$ cat src/hdl/vmpc_pkg.sv
// Package for the VMPC stream cipher engine: widths, request and register
// codes, and the command/status types between controller and datapath.
// No dependencies.
package vmpc_pkg;

  localparam int BYTE_W          = 8;
  localparam int PERM_DEPTH      = 256;
  localparam int REQ_W           = 3;
  localparam int IDX_W           = 6;
  localparam int LEN_W           = 7;
  localparam int CFG_IDX_W       = 2;
  localparam int DEF_STORE_DEPTH = 64;
  localparam int DEF_ROUND_STEPS = 768;

  localparam logic [REQ_W-1:0] REQ_LOAD_KEY = 3'd0;
  localparam logic [REQ_W-1:0] REQ_LOAD_IV  = 3'd1;
  localparam logic [REQ_W-1:0] REQ_RESET    = 3'd2;
  localparam logic [REQ_W-1:0] REQ_KEYSCHED = 3'd3;
  localparam logic [REQ_W-1:0] REQ_ENCRYPT  = 3'd4;

  localparam logic [CFG_IDX_W-1:0] CFG_KEY_LEN = 2'd0;
  localparam logic [CFG_IDX_W-1:0] CFG_IV_LEN  = 2'd1;

  localparam logic [LEN_W-1:0] LEN_RESET = 7'd16;

  // permutation read address select
  localparam logic [1:0] RA_N        = 2'd0;
  localparam logic [1:0] RA_SUM      = 2'd1;
  localparam logic [1:0] RA_DATA     = 2'd2;
  localparam logic [1:0] RA_DATA_INC = 2'd3;

  // permutation write select (address, data)
  localparam logic [1:0] WR_INIT = 2'd0;  // P[n] = n
  localparam logic [1:0] WR_N_RD = 2'd1;  // P[n] = read data
  localparam logic [1:0] WR_N_PS = 2'd2;  // P[n] = saved P[s]
  localparam logic [1:0] WR_S_PN = 2'd3;  // P[s] = saved P[n]

  typedef struct packed {
    logic       take;
    logic [1:0] raddr_sel;
    logic       add_store;
    logic       iv_round;
    logic       pn_load;
    logic       s_load;
    logic       ps_load;
    logic       res_load;
    logic       we;
    logic [1:0] wsel;
    logic       n_inc;
    logic       n_clr;
    logic       ns_clr;
    logic       idx_clr;
    logic       idx_adv;
    logic       push;
  } cmd_t;

  typedef struct packed {
    logic n_last;
    logic out_free;
  } sts_t;

endpackage

$ cat src/hdl/vmpc_req_if.sv
// Request channel: valid/ready handshake with request type, index and byte.
// Depends on vmpc_pkg.
interface vmpc_req_if;
  import vmpc_pkg::*;
  logic              valid;
  logic              ready;
  logic [REQ_W-1:0]  req_type;
  logic [IDX_W-1:0]  byte_index;
  logic [BYTE_W-1:0] byte_value;
  modport source (output valid, req_type, byte_index, byte_value, input ready);
  modport sink   (input valid, req_type, byte_index, byte_value, output ready);
endinterface

$ cat src/hdl/vmpc_res_if.sv
// Result channel: valid/ready handshake with one output byte.
// Depends on vmpc_pkg.
interface vmpc_res_if;
  import vmpc_pkg::*;
  logic              valid;
  logic              ready;
  logic [BYTE_W-1:0] data_out;
  modport source (output valid, data_out, input ready);
  modport sink   (input valid, data_out, output ready);
endinterface

$ cat src/hdl/vmpc_cfg_if.sv
// Configuration write channel: valid/ready with register index and data.
// Depends on vmpc_pkg.
interface vmpc_cfg_if;
  import vmpc_pkg::*;
  logic                 valid;
  logic                 ready;
  logic [CFG_IDX_W-1:0] index;
  logic [LEN_W-1:0]     data;
  modport source (output valid, index, data, input ready);
  modport sink   (input valid, index, data, output ready);
endinterface

$ cat src/hdl/vmpc_ram.sv
// Generic single-write, single-read RAM with registered read data.
// No dependencies.
module vmpc_ram #(
  parameter int WIDTH = 8,
  parameter int DEPTH = 256
) (
  input  logic                                        clk,
  input  logic                                        we,
  input  logic [((DEPTH > 1) ? $clog2(DEPTH) : 1)-1:0] waddr,
  input  logic [WIDTH-1:0]                            wdata,
  input  logic [((DEPTH > 1) ? $clog2(DEPTH) : 1)-1:0] raddr,
  output logic [WIDTH-1:0]                            rdata
);

  logic [WIDTH-1:0] mem [DEPTH];

  always_ff @(posedge clk) begin
    if (we) begin
      mem[waddr] <= wdata;
    end
    rdata <= mem[raddr];
  end

endmodule

$ cat src/hdl/vmpc_ctrl.sv
// Sequencer for the VMPC engine: dispatches requests, steps the mixing
// rounds and the encrypt sequence. Depends on vmpc_pkg.
module vmpc_ctrl #(
  parameter int ROUND_STEPS = vmpc_pkg::DEF_ROUND_STEPS
) (
  input  logic                         clk,
  input  logic                         rst,
  input  logic                         req_valid,
  input  logic [vmpc_pkg::REQ_W-1:0]   req_type,
  output logic                         req_ready,
  input  vmpc_pkg::sts_t               sts,
  output vmpc_pkg::cmd_t               cmd
);
  import vmpc_pkg::*;

  localparam int SW = $clog2(ROUND_STEPS);
  localparam logic [SW-1:0] STEP_LAST = SW'(ROUND_STEPS - 1);

  localparam logic [1:0] ROUND_KEY0 = 2'd0;
  localparam logic [1:0] ROUND_IV   = 2'd1;
  localparam logic [1:0] ROUND_KEY1 = 2'd2;

  localparam logic [3:0] ST_INIT  = 4'd0;
  localparam logic [3:0] ST_IDLE  = 4'd1;
  localparam logic [3:0] ST_KS_N  = 4'd2;
  localparam logic [3:0] ST_KS_A  = 4'd3;
  localparam logic [3:0] ST_KS_S  = 4'd4;
  localparam logic [3:0] ST_KS_WN = 4'd5;
  localparam logic [3:0] ST_KS_WS = 4'd6;
  localparam logic [3:0] ST_EN_N  = 4'd7;
  localparam logic [3:0] ST_EN_A  = 4'd8;
  localparam logic [3:0] ST_EN_S  = 4'd9;
  localparam logic [3:0] ST_EN_T  = 4'd10;
  localparam logic [3:0] ST_EN_K  = 4'd11;
  localparam logic [3:0] ST_EN_X  = 4'd12;
  localparam logic [3:0] ST_EN_WS = 4'd13;
  localparam logic [3:0] ST_FIN   = 4'd14;

  logic [3:0]    state, state_next;
  logic [SW-1:0] step, step_next;
  logic [1:0]    round, round_next;
  logic          init_reply, init_reply_next;

  always_ff @(posedge clk) begin
    if (rst) begin
      state      <= ST_INIT;
      step       <= '0;
      round      <= ROUND_KEY0;
      init_reply <= 1'b0;
    end else begin
      state      <= state_next;
      step       <= step_next;
      round      <= round_next;
      init_reply <= init_reply_next;
    end
  end

  always_comb begin
    state_next      = state;
    step_next       = step;
    round_next      = round;
    init_reply_next = init_reply;
    cmd             = '0;
    cmd.iv_round    = (round == ROUND_IV);
    req_ready       = (state == ST_IDLE);
    case (state)
      ST_INIT: begin
        cmd.we   = 1'b1;
        cmd.wsel = WR_INIT;
        cmd.n_inc = 1'b1;
        if (sts.n_last) begin
          state_next      = init_reply ? ST_FIN : ST_IDLE;
          init_reply_next = 1'b0;
        end
      end
      ST_IDLE: begin
        if (req_valid) begin
          cmd.take = 1'b1;
          case (req_type)
            REQ_RESET: begin
              cmd.ns_clr      = 1'b1;
              init_reply_next = 1'b1;
              state_next      = ST_INIT;
            end
            REQ_KEYSCHED: begin
              cmd.n_clr   = 1'b1;
              cmd.idx_clr = 1'b1;
              step_next   = '0;
              round_next  = ROUND_KEY0;
              state_next  = ST_KS_N;
            end
            REQ_ENCRYPT: state_next = ST_EN_N;
            default:     state_next = ST_FIN;
          endcase
        end
      end
      ST_KS_N: begin
        cmd.raddr_sel = RA_N;
        state_next    = ST_KS_A;
      end
      ST_KS_A: begin
        cmd.pn_load   = 1'b1;
        cmd.add_store = 1'b1;
        cmd.raddr_sel = RA_SUM;
        state_next    = ST_KS_S;
      end
      ST_KS_S: begin
        cmd.s_load    = 1'b1;
        cmd.raddr_sel = RA_DATA;
        state_next    = ST_KS_WN;
      end
      ST_KS_WN: begin
        cmd.we     = 1'b1;
        cmd.wsel   = WR_N_RD;
        state_next = ST_KS_WS;
      end
      ST_KS_WS: begin
        cmd.we   = 1'b1;
        cmd.wsel = WR_S_PN;
        if (step == STEP_LAST) begin
          step_next = '0;
          if (round == ROUND_KEY1) begin
            cmd.n_inc  = 1'b1;
            state_next = ST_FIN;
          end else begin
            cmd.n_clr   = 1'b1;
            cmd.idx_clr = 1'b1;
            round_next  = round + 2'd1;
            state_next  = ST_KS_N;
          end
        end else begin
          cmd.n_inc   = 1'b1;
          cmd.idx_adv = 1'b1;
          step_next   = step + SW'(1);
          state_next  = ST_KS_N;
        end
      end
      ST_EN_N: begin
        cmd.raddr_sel = RA_N;
        state_next    = ST_EN_A;
      end
      ST_EN_A: begin
        cmd.pn_load   = 1'b1;
        cmd.raddr_sel = RA_SUM;
        state_next    = ST_EN_S;
      end
      ST_EN_S: begin
        cmd.s_load    = 1'b1;
        cmd.raddr_sel = RA_DATA;
        state_next    = ST_EN_T;
      end
      ST_EN_T: begin
        cmd.ps_load   = 1'b1;
        cmd.raddr_sel = RA_DATA;
        state_next    = ST_EN_K;
      end
      ST_EN_K: begin
        cmd.raddr_sel = RA_DATA_INC;
        state_next    = ST_EN_X;
      end
      ST_EN_X: begin
        cmd.res_load = 1'b1;
        cmd.we       = 1'b1;
        cmd.wsel     = WR_N_PS;
        state_next   = ST_EN_WS;
      end
      ST_EN_WS: begin
        cmd.we     = 1'b1;
        cmd.wsel   = WR_S_PN;
        cmd.n_inc  = 1'b1;
        state_next = ST_FIN;
      end
      ST_FIN: begin
        if (sts.out_free) begin
          cmd.push   = 1'b1;
          state_next = ST_IDLE;
        end
      end
      default: state_next = ST_IDLE;
    endcase
  end

  a_encrypt_len: assert property (@(posedge clk) disable iff (rst)
    (cmd.take && (req_type == REQ_ENCRYPT)) |-> ##8 (state == ST_FIN))
    else $error("encrypt request did not reach finish in eight cycles");

  a_round_range: assert property (@(posedge clk) disable iff (rst)
    (round == ROUND_KEY0) || (round == ROUND_IV) || (round == ROUND_KEY1))
    else $error("round counter out of range");

  a_step_hold: assert property (@(posedge clk) disable iff (rst)
    ((state != ST_KS_WS) && !cmd.take) |=> $stable(step))
    else $error("step counter moved outside a swap step");

endmodule

$ cat src/hdl/vmpc_dp.sv
// Datapath for the VMPC engine: permutation RAM, key and IV stores, s/n
// registers, length registers and the result register. Depends on vmpc_pkg
// and vmpc_ram.
module vmpc_dp #(
  parameter int STORE_DEPTH = vmpc_pkg::DEF_STORE_DEPTH
) (
  input  logic                            clk,
  input  logic                            rst,
  input  vmpc_pkg::cmd_t                  cmd,
  output vmpc_pkg::sts_t                  sts,
  input  logic [vmpc_pkg::REQ_W-1:0]      req_type,
  input  logic [vmpc_pkg::IDX_W-1:0]      byte_index,
  input  logic [vmpc_pkg::BYTE_W-1:0]     byte_value,
  input  logic                            cfg_valid,
  input  logic [vmpc_pkg::CFG_IDX_W-1:0]  cfg_index,
  input  logic [vmpc_pkg::LEN_W-1:0]      cfg_data,
  output logic                            out_valid,
  output logic [vmpc_pkg::BYTE_W-1:0]     out_data,
  input  logic                            out_ready
);
  import vmpc_pkg::*;

  localparam int AW = (STORE_DEPTH > 1) ? $clog2(STORE_DEPTH) : 1;
  localparam logic [7:0] DEPTH8 = 8'(STORE_DEPTH);
  localparam logic [BYTE_W-1:0] N_LAST = BYTE_W'(PERM_DEPTH - 1);

  logic [BYTE_W-1:0] s, n, pn, ps, val, res;
  logic [REQ_W-1:0]  req_q;
  logic [AW-1:0]     idx;
  logic [LEN_W-1:0]  key_len, iv_len;

  logic [BYTE_W-1:0] perm_rdata, perm_raddr, perm_waddr, perm_wdata;
  logic [BYTE_W-1:0] key_rdata, iv_rdata, store_byte, sum;
  logic              in_range, key_we, iv_we;
  logic [AW-1:0]     store_waddr;
  logic [7:0]        len8, eff_len, idx_inc;

  assign in_range    = (9'(byte_index) < 9'(STORE_DEPTH));
  assign key_we      = cmd.take && (req_type == REQ_LOAD_KEY) && in_range;
  assign iv_we       = cmd.take && (req_type == REQ_LOAD_IV) && in_range;
  assign store_waddr = AW'(byte_index);

  vmpc_ram #(.WIDTH(BYTE_W), .DEPTH(STORE_DEPTH)) u_key_ram (
    .clk(clk), .we(key_we), .waddr(store_waddr), .wdata(byte_value),
    .raddr(idx), .rdata(key_rdata)
  );

  vmpc_ram #(.WIDTH(BYTE_W), .DEPTH(STORE_DEPTH)) u_iv_ram (
    .clk(clk), .we(iv_we), .waddr(store_waddr), .wdata(byte_value),
    .raddr(idx), .rdata(iv_rdata)
  );

  vmpc_ram #(.WIDTH(BYTE_W), .DEPTH(PERM_DEPTH)) u_perm_ram (
    .clk(clk), .we(cmd.we), .waddr(perm_waddr), .wdata(perm_wdata),
    .raddr(perm_raddr), .rdata(perm_rdata)
  );

  assign store_byte = cmd.iv_round ? iv_rdata : key_rdata;
  assign sum = s + perm_rdata + (cmd.add_store ? store_byte : '0);

  always_comb begin
    case (cmd.raddr_sel)
      RA_N:        perm_raddr = n;
      RA_SUM:      perm_raddr = sum;
      RA_DATA:     perm_raddr = perm_rdata;
      RA_DATA_INC: perm_raddr = perm_rdata + 8'd1;
      default:     perm_raddr = n;
    endcase
    case (cmd.wsel)
      WR_INIT: begin
        perm_waddr = n;
        perm_wdata = n;
      end
      WR_N_RD: begin
        perm_waddr = n;
        perm_wdata = perm_rdata;
      end
      WR_N_PS: begin
        perm_waddr = n;
        perm_wdata = ps;
      end
      WR_S_PN: begin
        perm_waddr = s;
        perm_wdata = pn;
      end
      default: begin
        perm_waddr = n;
        perm_wdata = n;
      end
    endcase
  end

  // zero acts as one, above depth clamps to depth
  assign len8    = {1'b0, (cmd.iv_round ? iv_len : key_len)};
  assign eff_len = (len8 == 8'd0) ? 8'd1 : ((len8 > DEPTH8) ? DEPTH8 : len8);
  assign idx_inc = 8'(idx) + 8'd1;

  always_ff @(posedge clk) begin
    if (rst) begin
      n         <= '0;
      s         <= '0;
      key_len   <= LEN_RESET;
      iv_len    <= LEN_RESET;
      out_valid <= 1'b0;
    end else begin
      if (cmd.ns_clr || cmd.n_clr) begin
        n <= '0;
      end else if (cmd.n_inc) begin
        n <= n + 8'd1;
      end
      if (cmd.ns_clr) begin
        s <= '0;
      end else if (cmd.s_load) begin
        s <= perm_rdata;
      end
      if (cfg_valid) begin
        case (cfg_index)
          CFG_KEY_LEN: key_len <= cfg_data;
          CFG_IV_LEN:  iv_len  <= cfg_data;
          default: ;
        endcase
      end
      if (cmd.push) begin
        out_valid <= 1'b1;
      end else if (out_ready) begin
        out_valid <= 1'b0;
      end
    end
  end

  always_ff @(posedge clk) begin
    if (cmd.take) begin
      val   <= byte_value;
      req_q <= req_type;
    end
    if (cmd.pn_load) begin
      pn <= perm_rdata;
    end
    if (cmd.ps_load) begin
      ps <= perm_rdata;
    end
    if (cmd.take) begin
      res <= '0;
    end else if (cmd.res_load) begin
      res <= val ^ perm_rdata;
    end
    if (cmd.idx_clr) begin
      idx <= '0;
    end else if (cmd.idx_adv) begin
      idx <= (idx_inc >= eff_len) ? '0 : AW'(idx_inc);
    end
    if (cmd.push) begin
      out_data <= res;
    end
  end

  assign sts.n_last   = (n == N_LAST);
  assign sts.out_free = !out_valid || out_ready;

  a_zero_result: assert property (@(posedge clk) disable iff (rst)
    (cmd.push && (req_q != REQ_ENCRYPT)) |-> (res == '0))
    else $error("non-encrypt request produced a nonzero result");

  a_idx_bound: assert property (@(posedge clk) disable iff (rst)
    cmd.add_store |-> (8'(idx) < eff_len))
    else $error("store index beyond effective length");

endmodule

$ cat src/hdl/vmpc_stream_cipher.sv
// VMPC stream cipher engine, one request at a time through a 256-byte
// permutation RAM. Result goes valid after a load or unused-code request,
// an encrypt, a key schedule (key, IV and key mixing rounds) or a reset
// request (identity refill); the next request is taken in the cycle the
// previous result goes valid. Reset (rst, synchronous) runs an identity fill,
// no request taken; config writes always ready, ignored while rst is high.
module vmpc_stream_cipher #(
  parameter int STORE_DEPTH = vmpc_pkg::DEF_STORE_DEPTH,
  parameter int ROUND_STEPS = vmpc_pkg::DEF_ROUND_STEPS
) (
  input logic        clk,
  input logic        rst,
  vmpc_req_if.sink   req,
  vmpc_res_if.source res,
  vmpc_cfg_if.sink   cfg
);
  import vmpc_pkg::*;

  cmd_t cmd;
  sts_t sts;
  logic req_ready;

  assign req.ready = req_ready;
  assign cfg.ready = 1'b1;

  vmpc_ctrl #(.ROUND_STEPS(ROUND_STEPS)) u_ctrl (
    .clk       (clk),
    .rst       (rst),
    .req_valid (req.valid),
    .req_type  (req.req_type),
    .req_ready (req_ready),
    .sts       (sts),
    .cmd       (cmd)
  );

  vmpc_dp #(.STORE_DEPTH(STORE_DEPTH)) u_dp (
    .clk        (clk),
    .rst        (rst),
    .cmd        (cmd),
    .sts        (sts),
    .req_type   (req.req_type),
    .byte_index (req.byte_index),
    .byte_value (req.byte_value),
    .cfg_valid  (cfg.valid),
    .cfg_index  (cfg.index),
    .cfg_data   (cfg.data),
    .out_valid  (res.valid),
    .out_data   (res.data_out),
    .out_ready  (res.ready)
  );

endmodule
$ cat src/flat_wrapper.sv
// flat-port wrapper written by rule: the top's interface ports become plain ports
module vmpc_stream_cipher_flat import vmpc_pkg::*;
#(
  parameter int STORE_DEPTH = vmpc_pkg::DEF_STORE_DEPTH,
  parameter int ROUND_STEPS = vmpc_pkg::DEF_ROUND_STEPS
)
  (clk, rst, req_valid, req_req_type, req_byte_index, req_byte_value, req_ready, res_valid, res_data_out, res_ready, cfg_valid, cfg_index, cfg_data, cfg_ready);
  vmpc_req_if req_i ();
  vmpc_res_if res_i ();
  vmpc_cfg_if cfg_i ();
  input logic clk;
  input logic rst;
  input wire logic [$bits(req_i.valid)-1:0] req_valid;
  input wire logic [$bits(req_i.req_type)-1:0] req_req_type;
  input wire logic [$bits(req_i.byte_index)-1:0] req_byte_index;
  input wire logic [$bits(req_i.byte_value)-1:0] req_byte_value;
  output wire logic [$bits(req_i.ready)-1:0] req_ready;
  output wire logic [$bits(res_i.valid)-1:0] res_valid;
  output wire logic [$bits(res_i.data_out)-1:0] res_data_out;
  input wire logic [$bits(res_i.ready)-1:0] res_ready;
  input wire logic [$bits(cfg_i.valid)-1:0] cfg_valid;
  input wire logic [$bits(cfg_i.index)-1:0] cfg_index;
  input wire logic [$bits(cfg_i.data)-1:0] cfg_data;
  output wire logic [$bits(cfg_i.ready)-1:0] cfg_ready;
  assign req_i.valid = req_valid;
  assign req_i.req_type = req_req_type;
  assign req_i.byte_index = req_byte_index;
  assign req_i.byte_value = req_byte_value;
  assign req_ready = req_i.ready;
  assign res_valid = res_i.valid;
  assign res_data_out = res_i.data_out;
  assign res_i.ready = res_ready;
  assign cfg_i.valid = cfg_valid;
  assign cfg_i.index = cfg_index;
  assign cfg_i.data = cfg_data;
  assign cfg_ready = cfg_i.ready;
  vmpc_stream_cipher #(.STORE_DEPTH(STORE_DEPTH), .ROUND_STEPS(ROUND_STEPS)) u_core (.clk(clk), .rst(rst), .req(req_i), .res(res_i), .cfg(cfg_i));
endmodule
$ cat config.mk
export PLATFORM = sky130hd
export DESIGN_NAME = vmpc_stream_cipher_flat
export DESIGN_NICKNAME = d
export VERILOG_FILES = /design/src/hdl/vmpc_pkg.sv /design/src/hdl/vmpc_req_if.sv /design/src/hdl/vmpc_res_if.sv /design/src/hdl/vmpc_cfg_if.sv /design/src/hdl/vmpc_ram.sv /design/src/hdl/vmpc_ctrl.sv /design/src/hdl/vmpc_dp.sv /design/src/hdl/vmpc_stream_cipher.sv /design/src/flat_wrapper.sv
export SDC_FILE = /design/constraint.sdc
export NUM_CORES = 2
export LEC_CHECK = 0
export BUFFER_PORTS_ARGS = -buffer_cell sky130_fd_sc_hd__buf_2
export CORE_MARGIN = 10
export CORE_UTILIZATION = 40
export DETAILED_ROUTE_END_ITERATION = 16
export PLACE_DENSITY = 0.52
export SETUP_SLACK_MARGIN = 0.02
export SLEW_MARGIN = 20
export SYNTH_ARGS = -nofsm -noshare
export SYNTH_HDL_FRONTEND = slang
export SYNTH_HIERARCHICAL = 1
export SYNTH_SLANG_ARGS = --single-unit
$ cat constraint.sdc
create_clock -name clk -period 5.74 [get_ports clk]
set_input_delay 0 -clock clk [delete_from_list [all_inputs] [get_ports clk]]
set_output_delay 0 -clock clk [all_outputs]
set_load 0.05 [all_outputs]
# [After elaboration in Yosys (flattened, before gate mapping)]
# Memories as Yosys holds them, arrays and structs flattened. A register that Yosys moved wholly into a read port is not among the register bits.
# Index checks and enable logic that the tools add are counted.
[totals] ff_bits=94 mem_bits_rw=3072 memories=3
[op_classes] addsub=7 order_cmp=2 eq_ne=36 n_mux=62 n_bitwise=1 reduce_logical=28
[mem_list] memory="u_core.u_dp.u_perm_ram.mem" depth=256 word_bits=8 read_ports=1 rd_ports_with_merged_regs=1 wr=1 line="vmpc_ram.sv:15" rtl="logic [WIDTH-1:0] mem [DEPTH];"
[mem_list] memory="u_core.u_dp.u_iv_ram.mem" depth=64 word_bits=8 read_ports=1 rd_ports_with_merged_regs=1 wr=1 line="vmpc_ram.sv:15"
[mem_list] memory="u_core.u_dp.u_key_ram.mem" depth=64 word_bits=8 read_ports=1 rd_ports_with_merged_regs=1 wr=1 line="vmpc_ram.sv:15"
[ops] op="$pmux W8 S4" n=2
[ops] op="$pmux W4 S15" n=1
[ops] op="$mux W10" n=3
[ops] op="$mux W1" n=29
[ops] op="$eq A4 B4 Y1 const B" n=7
[ops] op="$mux W4" n=6
[ops] op="$mux W7" n=3
[ops] op="$pmux W10 S2" n=1
[ops] op="$add A8 B1 Y8 const B" n=2
[ops] op="$add A8 B8 Y8" n=2
[ops] op="$eq A4 B3 Y1 const B" n=4
[ops] op="$mux W8" n=2
[ops] op="$pmux W8 S2" n=1
[ops] op="$pmux W3 S4" n=1
[ops] op="$pmux W4 S3" n=1
[ops] op="$reduce_or A2 Y1" n=6
[ops] op="$add A10 B1 Y10 const B" n=1
[ops] op="$eq A10 B10 Y1 const B" n=1
[ops] op="$eq A2 B2 Y1 const B" n=5
[ops] op="$eq A2 B1 Y1 const B" n=4
[ops] op="$eq A4 B2 Y1 const B" n=2
[ops] op="$eq A8 B8 Y1 const B" n=1
[ops] op="$logic_not A8 Y1" n=1
[ops] op="$mux W2" n=4
[ops] op="other kinds (28)" n=46

# [Longest topological paths before layout]
[depth] word_depth=7 ltp_mapped=22 depth_no_buf=19

# [Cells and area by module]
# Netlist, hierarchy kept.
[by_module_without_submodules] mod="vmpc_ram (u_core.u_dp.u_perm_ram)" n_inst=1 cells_each=3733 area_per_inst_um2=79556.3 seq_area_each_um2=61659.1
[by_module_without_submodules] mod="vmpc_ram (u_core.u_dp.u_iv_ram ...)" n_inst=2 cells_each=940 area_per_inst_um2=20166.8 seq_area_each_um2=15534.9
[by_module_without_submodules] mod="vmpc_dp" n_inst=1 cells_each=388 area_per_inst_um2=4207.8 seq_area_each_um2=1861.8
[by_module_without_submodules] mod="vmpc_ctrl" n_inst=1 cells_each=170 area_per_inst_um2=1281.2 seq_area_each_um2=340.3
[by_module_without_submodules] mod="vmpc_stream_cipher" n_inst=1 cells_each=2 area_per_inst_um2=11.3 seq_area_each_um2=0.0

# [Worst setup path after synthesis]
# OpenSTA, ideal clock, no wires.
[synth_timing] path_kind="register to register" startpoint="register u_core.u_ctrl.state[1]" endpoint="register u_core.u_dp.u_perm_ram.rdata[0], read port of u_core.u_dp.u_perm_ram.mem" setup_ns=0.131 t_arrival_ns=4.558 required_ns=5.609 path_slack_ns=1.051 path_stages_with_launch=20 n_path_buf=4 synth_period_minus_slack_ns=4.689 path_cell_list="dfxtp_1 -> clkbuf_1 -> clkbuf_1 -> nand2b_1 -> nor2_1 -> nor2b_1 -> fa_1 -> ha_1 -> inv_1 -> fa_1 -> nand2_1 -> o21ai_0 -> mux2i_1 -> buf_2 -> clkbuf_1 -> mux4_2 -> a211oi_1 -> nor3_1 -> nor4_1 -> nor4_2"
[synth_rtl] element="start, declared" line="vmpc_ctrl.sv:39" rtl="logic [3:0] state, state_next;"
[synth_rtl] element="start signal, assigned" line="vmpc_ctrl.sv:51" rtl="state <= state_next;"
[synth_rtl] element="end, declared" line="vmpc_ram.sv:12" rtl="output logic [WIDTH-1:0] rdata"

==> metrics.cfg <==
[final_layout]
fillCellCount = 26420
drive_gt1_share_pct = 23.86
utilization_pct = 45.84
stdcell_count = 10940
layout.nets = 6574
area_delta_synth_final_pct = 14.04

[worst_setup_path]
reg2regPathDepth = 18
path_max_fanout = 13
arrival_ps = 6350
cp-end-kind = flip-flop
cp-start-kind = flip-flop
crit_required_ps = 6520
worstSetupPathType = flip-flop to flip-flop

[detailed_routing]
drt-initial-drc-count = 6860
drc = 0
detail-route-antenna-nets = 0
vias = 63260
wl_per_cell_microns = 30.29
via_per_inst = 5.781
dr.pass1.iters = 6
routed_wl_microns = 331400

[sta]
worstMarginPinSlew_ps = 1239
slew_headroom_pct = 16.34
slew_violations = 0
period_share_pct = 97.05
finalSetupViolations = 0
clock.fmax_mhz = 179.5
rsz0062_at_grt = no
final-hold-violation-count = 0
finClkSkew_ps = 66.94
min_period_ps = 5571
holdWs_ps = 114.7

[global_route]
grt_max_degree = 161
antenna_found_initial = 25
grt-ovfl-total = 0
grt_pass1_wl_microns = 474900
grt_pass1_vias = 63150
grt_usage_pct = 19.03

[yosys]
async_reset_ff_share_pct = 0
syn-instance-count = 6173
ys_ff_latch = 3190
synth_top_area_cell = edfxtp_1
synth_edf_count = 3104
syn-num-nets = 6231
yosys-top-cells-area = edfxtp_1, mux4_2, mux2i_1
synth_cell_types = 87
ys.flop_type = edfxtp_1
synth_top_area_share_pct = 74.34
yosys_warnings = 6
netlist_area_sq_um = 125400
syn_avg_cell_area_sq_um = 20.31
yosysSeqAreaShare_pct = 75.71

[die]
start_util_pct = 40.20
num_rows = 205
num_io_pins = 42
die_y_microns = 579.9
die_area_sq_um = 336300
core_area_sq_um = 311900
fp.dieW_microns = 579.9

[flow_run]
cap_violations = 0

[clocking]
clockBufferDepth = 4
cts_setup_buffers = 0
numCtsBuffers = 336
root_buffer = clkbuf_16
cts_tree = done
clock-sinks = 3190
htree_num_levels = 5
path_clk_slew_ps = 60
clk_latency_ps = 930

[power]
ir_drop_mv = 0.2475
p_total_w = 0.04890
leakage_nw = 43.15
cellPowerDensity_nw_per_um2 = 342.0

[place]
hpwl_microns = 204500
dp_cells = 10260
gp_congestion = 0.8635
port_buffers = 40

[run_status]
status = complete, no violations

[hold_path]
hold_path_depth = 3
holdCritPathClass = input pin to flip-flop

final timing paths:
check / startpoint / endpoint / slack [ps]
min reg2reg: u_core/u_dp/res[7]$_SDFFE_PP0P_ / u_core/u_dp/out_data[7]$_DFFE_PP_ / 440
max reg2reg: u_core/u_ctrl/round[0]$_SDFFE_PP0P_ / u_core/u_dp/u_perm_ram/rdata[6]$_DFF_P_ / 170
min: req_byte_index[4] / u_core/u_dp/u_key_ram/mem[49][1]$_DFFE_PP_ / 110
max: u_core/u_ctrl/round[0]$_SDFFE_PP0P_ / u_core/u_dp/u_perm_ram/rdata[6]$_DFF_P_ / 170
cell type report:
class / count / area (sq um) / share of cell area (%)
Clock inverter: 210 / 2163 / 1.513
Clock buffer: 409 / 8848 / 6.188
Antenna cell: 4 / 10.01 / 0.007000
Tap cell: 4140 / 5180 / 3.623
Sequential cell: 3190 / 94950 / 66.40
Inverter: 19 / 71.32 / 0.04988
Multi-Input combinational cell: 2593 / 28360 / 19.84
Timing Repair Buffer: 376 / 3403 / 2.380
per-layer routing:
metal	GRT usage, %	routed length [microns]	up-vias
met5	0	0	-
met4	4.919	8754	0
met3	3.593	24280	480
li1	-	-	26340
met2	29.41	153900	2403
met1	27.87	144500	34040
registers in the layout, summed over array words and instances (netlist names), 7 cells and up:
signal	cells
u_core/u_dp/ps	8
u_core/u_dp/u_key_ram/mem	512
u_core/u_dp/out_data	8
u_core/u_dp/res	8
u_core/u_dp/iv_len	7
u_core/u_dp/val	8
u_core/u_dp/u_key_ram/rdata	8
u_core/u_dp/u_iv_ram/mem	512
u_core/u_dp/pn	8
u_core/u_ctrl/step	10
u_core/u_dp/n	8
u_core/u_dp/u_perm_ram/mem	2048
u_core/u_dp/key_len	7
u_core/u_dp/s	8
u_core/u_dp/u_perm_ram/rdata	8
u_core/u_dp/u_iv_ram/rdata	8
cells in the mapped netlist, types with 8 or more instances:
cell type	n
xor2_1	14
buf_2	59
xnor2_1	16
o2111ai_1	9
a21oi_1	126
and2_1	10
buf_4	56
or3_1	10
nand3b_1	11
nor2b_1	77
buf_6	30
mux4_2	715
fa_1	8
o21ai_0	37
mux2i_1	216
o211ai_1	12
buf_1	31
a22oi_1	139
nor2_1	511
o32ai_1	8
ha_1	19
mux2_2	38
nand3_1	74
clkbuf_1	170
o21a_1	9
nand2_1	99
buf_8	13
nand4_1	27
o221ai_1	62
nor4_1	28
nand2b_1	32
a31oi_1	8
dfxtp_1	86
a221oi_1	26
a22o_1	8
buf_12	12
edfxtp_1	3104
a211oi_1	36
inv_1	18
nor3_1	43
o22ai_1	45
timing repair:
item | in CTS | in global routing
endpoints found under the hold margin | 683 | 0
hold buffers | 53 | 0
setup endpoints to repair | 2 | 1
resized for setup | 2 | 1
power by group:
group / total (W) / internal [W] / switching (W)
sequential: 0.0255 / 0.0255 / 0.0000441
combinational: 0.00170 / 0.000576 / 0.00113
clock: 0.0217 / 0.0127 / 0.00903
worst max-delay path: stages, from the launching register on:
cell      delay [ps]
dfxtp_1          390
ha_1             320
buf_4            340
mux2i_1          230
nor2b_1           70
fa_1             440
ha_1             370
o21ai_0          110
o21bai_1         140
a21oi_1          100
or3_1            340
nand3_1          380
buf_4            240
nand2_1          100
o311ai_0        1070
o22ai_1          180
nor4_1           350
buf_4            210
nor4_2            50
per-stage QoR:
step / TNS (ps) / instance area, sq um / setup WS [ps]
5_1_grt: 0 / 143000 / 34.01
2_1_floorplan: 0 / 125400 / 1051
3_3_place_gp: 0 / 131300 / 20.77
3_5_place_dp: -33.34 / 131300 / -33.34
6_report: 0 / 143000 / 169.1
4_1_cts: 0 / 142900 / 260.7
cells in the final DEF (no fill, tap or decap), types with 16 or more instances in the layout:
master and n:
mux2_2 38, xnor2_1 16, a21oi_1 122, mux4_2 706
a221oi_1 24, o21ai_0 36, clkinv_1 71, o221ai_1 62
buf_12 39, nand4_1 27, buf_4 250, a22oi_1 139
buf_2 32, nand3_1 69, bufinv_16 36, nor2b_1 73
clkinv_2 73, inv_1 18, o22ai_1 45, mux2i_1 215
nand2_1 99, clkbuf_1 62, a211oi_1 36, clkbuf_16 341
edfxtp_1 3104, nor2_1 508, dfxtp_1 80, dlygate4sd3_1 53
ha_1 19, nor3_1 42, nand2b_1 32, nor4_1 28
cells by family (layout without fill, tap and decap cells):
family          Yosys count  count (layout)  share of synthesized area (%)
mux                     972             972                          14.96
fa+ha+maj                27              27                         0.3173
other cells               1               5                       0.002991
xor+xnor                 30              30                         0.2095
compound gates          590             590                          3.335
flops                  3190            3190                          75.71
buf+inv                 390            1014                          1.846
simple gates            973             973                          3.619
(Power assumes the default switching activity.)
